## config.mk

```make
export PLATFORM = sky130hd
export DESIGN_NAME = mandelbrot_membership_top
export DESIGN_NICKNAME = d
export VERILOG_FILES = /design/src/hdl/mbm_pkg.sv /design/src/hdl/mbm_core.sv /design/src/hdl/mandelbrot_membership_top.sv
export VERILOG_INCLUDE_DIRS = /design/src /design/src/hdl
export SDC_FILE = /design/constraint.sdc
export NUM_CORES = 2
export LEC_CHECK = 0
export BUFFER_PORTS_ARGS = -buffer_cell sky130_fd_sc_hd__buf_2
export CORE_ASPECT_RATIO = 0.7
export CORE_MARGIN = 1
export CORE_UTILIZATION = 60
export CTS_CLUSTER_DIAMETER = 30
export CTS_CLUSTER_SIZE = 25
export DETAILED_ROUTE_END_ITERATION = 7
export HOLD_SLACK_MARGIN = 0.05
export PLACE_DENSITY = 0.9
export SYNTH_ARGS = -nofsm -noshare
export SYNTH_HDL_FRONTEND = slang
export SYNTH_SLANG_ARGS = --single-unit
```

## constraint.sdc

```tcl
create_clock -name clk_i -period 10.1 [get_ports clk_i]
set_input_delay 0.505 -clock clk_i [delete_from_list [all_inputs] [get_ports clk_i]]
set_output_delay 0.505 -clock clk_i [all_outputs]
set_load 0.03 [all_outputs]
```

## src/hdl/mandelbrot_membership_top_macros.svh

```systemverilog
// Assertion macros for the Mandelbrot membership block.
`ifndef MANDELBROT_MEMBERSHIP_TOP_MACROS_SVH
`define MANDELBROT_MEMBERSHIP_TOP_MACROS_SVH

`ifndef SYNTHESIS
`define MBM_ASSERT(lbl, clk, rst_n, prop) \
  lbl: assert property (@(posedge clk) disable iff (!rst_n) prop) \
    else $error("mbm assertion failed");
`define MBM_ASSERT_ALWAYS(lbl, clk, prop) \
  lbl: assert property (@(posedge clk) prop) \
    else $error("mbm assertion failed");
`else
`define MBM_ASSERT(lbl, clk, rst_n, prop)
`define MBM_ASSERT_ALWAYS(lbl, clk, prop)
`endif

`endif

```

## src/hdl/mbm_pkg.sv

```systemverilog
// Shared types, constants and helpers for the Mandelbrot membership block.
package mbm_pkg;

  localparam int MaxColumns = 4096;
  localparam int MaxRows    = 4096;
  localparam int SatW       = 48;

  localparam logic [2:0] RegXStart   = 3'd0;
  localparam logic [2:0] RegXStep    = 3'd1;
  localparam logic [2:0] RegYStart   = 3'd2;
  localparam logic [2:0] RegYStep    = 3'd3;
  localparam logic [2:0] RegBailout  = 3'd4;
  localparam logic [2:0] RegMaxIter  = 3'd5;

  typedef enum logic [3:0] {
    OpIdle,
    OpLoad,
    OpCx,
    OpCy,
    OpCi,
    OpAa,
    OpBb,
    OpAb,
    OpUpd
  } mbm_op_e;

  typedef struct packed {
    logic signed [31:0] x_start;
    logic signed [31:0] x_step;
    logic signed [31:0] y_start;
    logic signed [31:0] y_step;
    logic [31:0]        bailout;
    logic [15:0]        max_iter;
  } cfg_t;

  typedef struct packed {
    mbm_op_e     op;
    logic [11:0] column;
    logic [11:0] row;
  } ctrl_t;

  typedef struct packed {
    logic escape;
    logic last;
  } status_t;

  function automatic logic signed [31:0] sat32(input logic signed [SatW-1:0] v);
    if (v > SatW'(64'sh0000_0000_7FFF_FFFF)) begin
      return 32'sh7FFF_FFFF;
    end else if (v < -SatW'(64'sh0000_0000_8000_0000)) begin
      return 32'sh8000_0000;
    end else begin
      return v[31:0];
    end
  endfunction

endpackage

```

## src/hdl/mbm_core.sv

```systemverilog
// Fixed-point datapath with one shared 32x32 multiplier for the pixel coordinates and the orbit iteration.
module mbm_core import mbm_pkg::*; (
  input  logic    clk_i,
  input  ctrl_t   ctrl_i,
  input  cfg_t    cfg_i,
  output status_t status_o
);

  logic [11:0]        col_q, row_q;
  logic signed [31:0] a_q, b_q, cre_q, cim_q;
  logic signed [63:0] p_q, diff_q;
  logic [63:0]        aa_q;
  logic [15:0]        iter_q;

  logic signed [31:0] mul_a, mul_b;
  logic signed [63:0] prod;
  logic [63:0]        norm_sum;
  logic signed [SatW-1:0] cre_sum, cim_sum, a_sum, b_sum;

  always_comb begin
    case (ctrl_i.op)
      OpCx: begin
        mul_a = $signed({20'd0, col_q});
        mul_b = cfg_i.x_step;
      end
      OpCy: begin
        mul_a = $signed({20'd0, row_q});
        mul_b = cfg_i.y_step;
      end
      OpAa: begin
        mul_a = a_q;
        mul_b = a_q;
      end
      OpBb: begin
        mul_a = b_q;
        mul_b = b_q;
      end
      default: begin
        mul_a = a_q;
        mul_b = b_q;
      end
    endcase
  end

  assign prod     = mul_a * mul_b;
  assign norm_sum = aa_q + p_q;
  assign cre_sum  = SatW'(cfg_i.x_start) + $signed(p_q[SatW-1:0]);
  assign cim_sum  = SatW'(cfg_i.y_start) + $signed(p_q[SatW-1:0]);
  assign a_sum    = SatW'($signed(diff_q[63:28])) + SatW'(cre_q);
  assign b_sum    = SatW'($signed(p_q[63:27])) + SatW'(cim_q);

  assign status_o.escape = (|norm_sum[63:62]) || (norm_sum[61:30] >= cfg_i.bailout);
  assign status_o.last   = (iter_q == cfg_i.max_iter);

  always_ff @(posedge clk_i) begin
    case (ctrl_i.op)
      OpLoad: begin
        col_q  <= (32'(ctrl_i.column) >= MaxColumns) ? 12'(MaxColumns - 1) : ctrl_i.column;
        row_q  <= (32'(ctrl_i.row) >= MaxRows) ? 12'(MaxRows - 1) : ctrl_i.row;
        a_q    <= '0;
        b_q    <= '0;
        iter_q <= '0;
      end
      OpCx: begin
        p_q <= prod;
      end
      OpCy: begin
        cre_q <= sat32(cre_sum);
        p_q   <= prod;
      end
      OpCi: begin
        cim_q <= sat32(cim_sum);
      end
      OpAa: begin
        p_q <= prod;
      end
      OpBb: begin
        aa_q <= p_q;
        p_q  <= prod;
      end
      OpAb: begin
        diff_q <= $signed(aa_q) - p_q;
        p_q    <= prod;
      end
      OpUpd: begin
        a_q    <= sat32(a_sum);
        b_q    <= sat32(b_sum);
        iter_q <= iter_q + 16'd1;
      end
      default: begin
      end
    endcase
  end

endmodule

```

## src/hdl/mandelbrot_membership_top.sv

```systemverilog
// Mandelbrot membership test: config registers, sequencer and output register.
//
// Input channel (in_valid_i/in_ready_o) transfers a pixel column and row.
// Output channel (out_valid_o/out_ready_i) transfers one bit per pixel:
// 1 when the orbit stayed below the bailout, 0 when it escaped.
// The block works on one pixel at a time and drops in_ready_o meanwhile.
// Every orbit step runs three products (a*a, b*b, a*b) through one shared
// 32x32 multiplier in states SAa, SBb and SAb, then updates in SUpd.
// A pixel passes SCx, SCy and SCi to form c, then runs orbit steps until it
// escapes or has done as many updates as the iteration limit (default 255),
// and waits in SDone until the output register is free.
// Configuration writes (cfg_we_i) take effect at once; write them only
// while no pixel is in flight. Indexes 6 and 7 are ignored.
// Reset loads the default view, bailout and iteration limit and empties the output register.
// A stalled receiver holds the result in the output register; the next
// pixel is still taken and computed, and waits for the register to free up.
`include "mandelbrot_membership_top_macros.svh"

module mandelbrot_membership_top import mbm_pkg::*; (
  input  logic        clk_i,
  input  logic        rst_ni,
  input  logic        cfg_we_i,
  input  logic [2:0]  cfg_idx_i,
  input  logic [31:0] cfg_wdata_i,
  input  logic        in_valid_i,
  output logic        in_ready_o,
  input  logic [11:0] column_i,
  input  logic [11:0] row_i,
  output logic        out_valid_o,
  input  logic        out_ready_i,
  output logic        inside_res_o
);

  localparam logic [3:0] SIdle = 4'd0;
  localparam logic [3:0] SCx   = 4'd1;
  localparam logic [3:0] SCy   = 4'd2;
  localparam logic [3:0] SCi   = 4'd3;
  localparam logic [3:0] SAa   = 4'd4;
  localparam logic [3:0] SBb   = 4'd5;
  localparam logic [3:0] SAb   = 4'd6;
  localparam logic [3:0] SUpd  = 4'd7;
  localparam logic [3:0] SDone = 4'd8;

  cfg_t       cfg_q;
  logic [3:0] state_q, state_d;
  logic       res_q, res_d;
  logic       out_valid_q, inside_q;
  logic       in_xfer, out_free;
  ctrl_t      ctrl;
  status_t    status;

  assign in_xfer  = in_valid_i && in_ready_o;
  assign out_free = !out_valid_q || out_ready_i;

  always_ff @(posedge clk_i or negedge rst_ni) begin
    if (!rst_ni) begin
      cfg_q.x_start  <= 32'shE000_0000;
      cfg_q.x_step   <= 32'sd196608;
      cfg_q.y_start  <= 32'shF000_0000;
      cfg_q.y_step   <= 32'sd131072;
      cfg_q.bailout  <= 32'd268435456;
      cfg_q.max_iter <= 16'd255;
    end else if (cfg_we_i) begin
      case (cfg_idx_i)
        RegXStart:  cfg_q.x_start  <= $signed(cfg_wdata_i);
        RegXStep:   cfg_q.x_step   <= $signed(cfg_wdata_i);
        RegYStart:  cfg_q.y_start  <= $signed(cfg_wdata_i);
        RegYStep:   cfg_q.y_step   <= $signed(cfg_wdata_i);
        RegBailout: cfg_q.bailout  <= cfg_wdata_i;
        RegMaxIter: cfg_q.max_iter <= cfg_wdata_i[15:0];
        default: begin
        end
      endcase
    end
  end

  always_comb begin
    state_d = state_q;
    res_d   = res_q;
    ctrl.column = column_i;
    ctrl.row    = row_i;
    ctrl.op     = OpIdle;
    case (state_q)
      SIdle: begin
        if (in_xfer) begin
          ctrl.op = OpLoad;
          state_d = SCx;
        end
      end
      SCx: begin
        ctrl.op = OpCx;
        state_d = SCy;
      end
      SCy: begin
        ctrl.op = OpCy;
        state_d = SCi;
      end
      SCi: begin
        ctrl.op = OpCi;
        state_d = SAa;
      end
      SAa: begin
        ctrl.op = OpAa;
        state_d = SBb;
      end
      SBb: begin
        ctrl.op = OpBb;
        state_d = SAb;
      end
      SAb: begin
        ctrl.op = OpAb;
        if (status.escape) begin
          res_d   = 1'b0;
          state_d = SDone;
        end else if (status.last) begin
          res_d   = 1'b1;
          state_d = SDone;
        end else begin
          state_d = SUpd;
        end
      end
      SUpd: begin
        ctrl.op = OpUpd;
        state_d = SAa;
      end
      SDone: begin
        if (out_free) begin
          state_d = SIdle;
        end
      end
      default: begin
        state_d = SIdle;
      end
    endcase
  end

  always_ff @(posedge clk_i or negedge rst_ni) begin
    if (!rst_ni) begin
      state_q     <= SIdle;
      res_q       <= 1'b0;
      out_valid_q <= 1'b0;
    end else begin
      state_q <= state_d;
      res_q   <= res_d;
      if (state_q == SDone && out_free) begin
        out_valid_q <= 1'b1;
      end else if (out_ready_i) begin
        out_valid_q <= 1'b0;
      end
    end
  end

  always_ff @(posedge clk_i) begin
    if (state_q == SDone && out_free) begin
      inside_q <= res_q;
    end
  end

  mbm_core u_core (
    .clk_i    (clk_i),
    .ctrl_i   (ctrl),
    .cfg_i    (cfg_q),
    .status_o (status)
  );

  assign in_ready_o   = (state_q == SIdle);
  assign out_valid_o  = out_valid_q;
  assign inside_res_o = inside_q;

  `MBM_ASSERT(a_busy_after_take, clk_i, rst_ni, in_valid_i && in_ready_o |=> !in_ready_o)
  `MBM_ASSERT(a_done_loads_out, clk_i, rst_ni,
              state_q == SDone && out_free |=> out_valid_o && in_ready_o)
  `MBM_ASSERT(a_out_drains, clk_i, rst_ni,
              out_valid_o && out_ready_i && state_q != SDone |=> !out_valid_o)
  `MBM_ASSERT_ALWAYS(a_reset_empty, clk_i, !rst_ni |=> !out_valid_o && in_ready_o)

endmodule

```

; ---- After elaboration in Yosys (flattened, before gate mapping)
; Cells that the tools add are included.
[totals]
in_bits = 64
output_inout_bits = 3
register_bits = 543
[classes]
n_eq_ne = 24
n_reduce_logical = 21
order_cmp = 9
multipliers = 1
addsub = 7
n_mux = 22
[ops]
columns = op, count
row1 = > comparator 48 x 32 -> 1 bit (second input constant), 4
row2 = < comparator 48 x 32 -> 1 bit (second input constant), 4
row3 = two-way mux 32 bit, 6
row4 = case mux 32 bit (3 select lines), 2
row5 = case mux 32 bit (2 select lines), 2
row6 = adder 32 x 48 -> 48 bit, 2
row7 = adder 64 bit, 1
row8 = multiplier 32 x 32 -> 64 bit, 1
row9 = case mux 4 bit (8 select lines), 2
row10 = subtractor 64 bit, 1
row11 = adder 37 x 32 -> 38 bit, 1
row12 = adder 36 x 32 -> 37 bit, 1
row13 = == test 4 x 3 -> 1 bit (second input constant), 8
row14 = greater-or-equal comparator 32 bit, 1
row15 = case mux 16 bit (2 select lines), 1
row16 = adder 16 x 1 -> 16 bit (second input constant), 1
row17 = == test 16 bit, 1
row18 = == test 4 x 2 -> 1 bit (second input constant), 4
row19 = two-way mux 4 bit, 4
row20 = AND reduction 2 bit, 8
row21 = == test 4 x 1 -> 1 bit (second input constant), 2
row22 = == test 4 bit (second input constant), 2
row23 = == test 3 x 2 -> 1 bit (second input constant), 2
row24 = == test 3 bit (second input constant), 2
row25 = 12 further kinds, 21

; ---- Longest topological paths before layout
[depth]
ltp_word = 7
depth_mapped = 40
ltp_nobuf = 35

; ---- By module
; Synthesis repeated with hierarchy kept, for this count alone.
[unflattened]
hier_cells = 7487
hier_area_um2 = 71363.4
[modules_own_cells]
columns = mod, area_per_inst_um2, cells_per_inst, n_inst, seq_area_each_um2
row1 = mbm_core, 64182.8, 7071, 1, 9969.6
row2 = mandelbrot_membership_top, 7180.6, 416, 1, 4608.2

; ---- Worst setup path after synthesis
; No wires, ideal clock.
[synth_timing]
kind = register to register
startpoint = reg state_q[2]
endpoint = reg u_core.p_q[60] (data pin)
arrival_time_ns = 10.905
path_slack_ns = -1.065
required_ns = 9.840
setup_time_ns = 0.260
stages_incl_launch_ff = 33
synth_period_minus_slack_ns = 11.165
path_cell_list = dfrtp_1 > clkbuf_1 > nand2b_1 > nor2_1 > clkbuf_1 > clkbuf_1 > a22oi_1 > clkbuf_1 > nor2_1 > fa_1 > fa_1 > inv_1 > fa_1 > fa_1 > inv_1 > fa_1 > fa_1 > fa_1 > inv_1 > fa_1 > inv_1 > ha_1 > clkbuf_1 > nand3_1 > nor3_1 > a221oi_1 > o21a_1 > o211a_1 > a21oi_1 > o221ai_1 > o2111ai_1 > a21oi_1 > xnor2_1
[synth_between]
elab_chain_len = 7
word_cells_on_any_way = 18
cone_classes = mul (1) / eq/ne (11) / mux (4) / reduce/logical (2)
[synth_lines]
columns = element, line
row1 = "start, declared", mandelbrot_membership_top.sv:45  ; logic [3:0] state_q, state_d;
row2 = "start signal, assigned", mandelbrot_membership_top.sv:139  ; state_q <= SIdle;
row3 = "start signal, assigned", mandelbrot_membership_top.sv:143  ; state_q <= state_d;
row4 = zero test 4 bit, "mandelbrot_membership_top.sv:83, mandelbrot_membership_top.sv:166"
row5 = logical AND 1 bit, mandelbrot_membership_top.sv:52  ; assign in_xfer = in_valid_i && in_ready_o;
row6 = two-way mux 1 bit, mandelbrot_membership_top.sv:85  ; if (in_xfer) begin
row7 = case mux 4 bit (8 select lines) *, mandelbrot_membership_top.sv:83  ; case (state_q)
row8 = "== test 4 x 3 -> 1 bit, or another cell as far along", mbm_core.sv:21  ; case (ctrl_i.op)
row9 = case mux 32 bit (3 select lines), mbm_core.sv:21
row10 = multiplier 32 x 32 -> 64 bit *, mbm_core.sv:45  ; assign prod = mul_a * mul_b;
row11 = named net u_core.prod[60], mbm_core.sv:16  ; logic signed [63:0] prod;
row12 = "end signal, assigned", mbm_core.sv:65  ; p_q <= prod;
row13 = "end signal, assigned", mbm_core.sv:69  ; p_q <= prod;
row14 = "end signal, assigned", mbm_core.sv:75  ; p_q <= prod;
row15 = "end, declared", mbm_core.sv:11  ; logic signed [63:0] p_q, diff_q;
; The timed path passes the listed nets; every way through them passes the cells marked *.
; A chain may end at the register's enable or synchronous reset.

; ---- Final worst setup path
[layout_timing]
startpoint = reg state_q[1]
endpoint = reg u_core.p_q[60] (data pin)
; Same word-level chain as after synthesis.

==> summary.md <==
| Metric | Value |
|---|---|
| Worst-path maximum fanout | `10` |
| Drt drc | `30` |
| Total grt overflow | `0` |
| Max Clock Skew | `0.0572 ns` |
| #FFs+latches synth | `515` |
| First-pass GRT wire length | `347000 um` |
| CP arrival | `10.33 ns` |
| Syn_area_per_cell | `9.54 um^2` |
| Post-synth EDFFs | `333` |
| Clock sinks | `515` |
| Post-synth cell types | `94` |
| IO Count | `67` |
| Clk_lat worst skew | `0.68 ns` |
| Worst path required time | `10.52 ns` |
| Detailed-route via count | `57700` |
| CTS tree | `built` |
| Setup crit end kind | `flip-flop` |
| Antenna violations before repair | `17` |
| Pre-CTS setup slack | `-0.188 ns` |
| # rows | `104` |
| Critical path's slowest cell | `and4_1` |
| Clock Tree Root | `clkbuf_16` |
| CP peak stage delay | `0.65 ns` |
| WHS | `0.212 ns` |
| Largest net degree at the start of global routing | `81` |
| Tcrit/Tclk final | `98.1%` |
| Setup_tns | `0 ns` |
| Worst Path Buf+Inv | `5` |
| Most common cell on crit path | `fa_1` |
| Share of layout cells above drive strength 1 | `9.53%` |
| Min-Delay Path Class | `primary input to flip-flop` |
| Max clock buf depth | `3` |
| Synth Instances | `7307` |
| Initial Util | `60.6%` |
| MaxCap Viol Count | `1` |
| Relative slew slack | `-1.30%` |
| GPL Wtd Cong | `1.06` |
| Fin. max-slew vios | `2` |
| Critical Setup Path Class | `flip-flop to flip-flop` |
| WL per Instance | `25.4 um` |
| Final nets | `9033` |
| Critical Path Source Type | `flip-flop` |
| Post-DRT Antenna Nets | `0` |
| Final hold violations | `0` |
| First-pass DRT Iterations | `8` |
| Clock slew at the register clock pins of the worst setup and hold paths | `0.07 ns` |
| Core area | `115000 um^2` |
| Mapped Nets | `8965` |
| Sequential area share after synthesis | `20.9%` |
| Synthesized area | `69700 um^2` |
| Worst-Margin Slew | `1.51 ns` |
| IO buf count | `66` |
| Synthesis Warnings | `0` |
| Peak Freq | `101 MHz` |
| Failing checks | `DRC, capacitance limit, slew limit` |
| Crit path max-delay family | `adder cells` |
| Most common cell after layout, fill and taps aside | `inv_1` |
| CTS H-tree lvls | `3` |
| Final wirelength | `228000 um` |
| Hold Path Stages | `3` |
| Initial DRC count | `8042` |
| Asr flop ratio synth | `35.3%` |
| Vias/cell | `6.42` |
| Die W | `409 um` |
| Num CTS Buffers | `75` |
| Die area | `118000 um^2` |
| WP depth | `31` |
| Die Y | `287 um` |
| Ys flop type | `edfxtp_1` |
| Shortest period the worst path allows | `9.91 ns` |
| Status | `complete, but fails checks` |
| Area grow syn2layout | `8.91%` |
| HPWL after detailed placement | `181000 um` |
| R2R depth | `31` |
| Post-route setup slack | `0.187 ns` |
| Most frequent cells in the layout | `inv_1, fa_1, nand2_1` |
| Vias in the first global route | `58600` |
| Gr usage total | `39.2%` |
| Final setup viols | `0` |
==> path summary, 6_finish.rpt <==
path                                  from        endpoint  slack [ns]
min reg2reg                          res_q    inside_res_o        0.46
max                             state_q[1]  u_core.p_q[60]        0.19
min                        cfg_wdata_i[16]       cfg_q[32]        0.21
max reg2reg                     state_q[1]  u_core.p_q[60]        0.19
min in group asynchronous           rst_ni           res_q        0.39
max in group asynchronous           rst_ni       cfg_q[39]        8.27
==> sequential cells by signal, summed over array words and instances (netlist names) <==
name and count:
u_core.row_q 12, out_valid_o 1, u_core.a_q 32, u_core.b_q 32, cfg_q 176, res_q 1
inside_res_o 1, u_core.p_q 64, u_core.aa_q 64, u_core.iter_q 16, u_core.cim_q 32, state_q 4
u_core.cre_q 32, u_core.col_q 12, u_core.diff_q 36
==> Yosys cell counts (9+ instances only) <==
cell type	number	share of area (%)
nor4_1	22	0.20
o221ai_1	36	0.45
xnor2_1	221	2.8
nand2_1	758	4.1
dfstp_2	19	0.72
ha_1	508	9.1
o31ai_1	19	0.20
buf_1	15	0.081
o21a_1	67	0.72
a21oi_1	320	2.3
a22o_1	28	0.35
buf_2	16	0.11
o211ai_1	19	0.20
fa_1	1086	31
clkbuf_1	295	1.6
dfrtp_1	163	5.9
o21ai_0	238	1.7
nand4_1	84	0.75
mux2_2	147	2.4
a22oi_1	22	0.24
nand3_1	80	0.57
a211o_1	18	0.23
nor3_1	63	0.45
or2_2	19	0.17
a31oi_1	34	0.31
nand3b_1	32	0.34
a211oi_1	37	0.40
nor2_1	747	4.0
or3_1	18	0.16
a21o_1	171	1.8
and4_1	40	0.50
nand2b_1	53	0.48
xor2_1	80	1.0
and2_1	27	0.24
edfxtp_1	333	14
a41oi_1	9	0.11
inv_1	1170	6.3
nor2b_1	24	0.22
o21ai_1	12	0.086
o2111ai_1	9	0.11
o21bai_1	56	0.60
a21boi_1	9	0.097
and3_1	33	0.30
==> cell type report <==
cell class | instances | area [um^2]
multi-input combinational | 5292 | 49700
fill | 8502 | 39100
sequential | 515 | 14600
inverter | 1171 | 4400
timing repair buffer | 320 | 2560
clock buffer | 80 | 1960
tap | 1537 | 1920
clock inverter | 60 | 748
antenna | 12 | 30.0
==> layer usage <==
metal,GRT usage (%),part of all wire [%]
met1,52.8,37
met2,54.3,40
met3,16.3,17
met4,19.3,6.3
met5,0.361,0.091
==> timing repair <==
action,in CTS,in global routing
setup buffers,0,25
gates cloned,0,0
resized for setup,4,29
hold buffers,25,0
pin swaps,0,8
endpoints found under the hold margin,74,0
setup endpoints to repair,6,16
==> through the flow <==
stage                     cells  area (um^2)  utilization, %
final                      8987        75900            66.0
after global routing       8975        75900            66.0
after CTS                  8950        75600            65.7
after detailed placement   8785        72600            63.1
after global placement     8785        72600            63.1
after floorplan            7307        69700               -
==> kinds of logic after synthesis <==
group / share of synthesized area, %
flops: 20.9
mux: 2.43
fa+ha+maj: 40.3
compound gates: 11.7
xor+xnor: 3.78
simple gates: 12.8
buf+inv: 8.11
==> worst min-delay path, delay by kind of cell <==
family                 cells  cell delay, ns
buffers and inverters      1            0.18
AND/OR/NAND/NOR            1            0.08
AO/OA/AOI/OAI              1            0.07
Power is not shown: default switching activity piles up to over one toggle a cycle in this logic, so the estimate is an artifact.
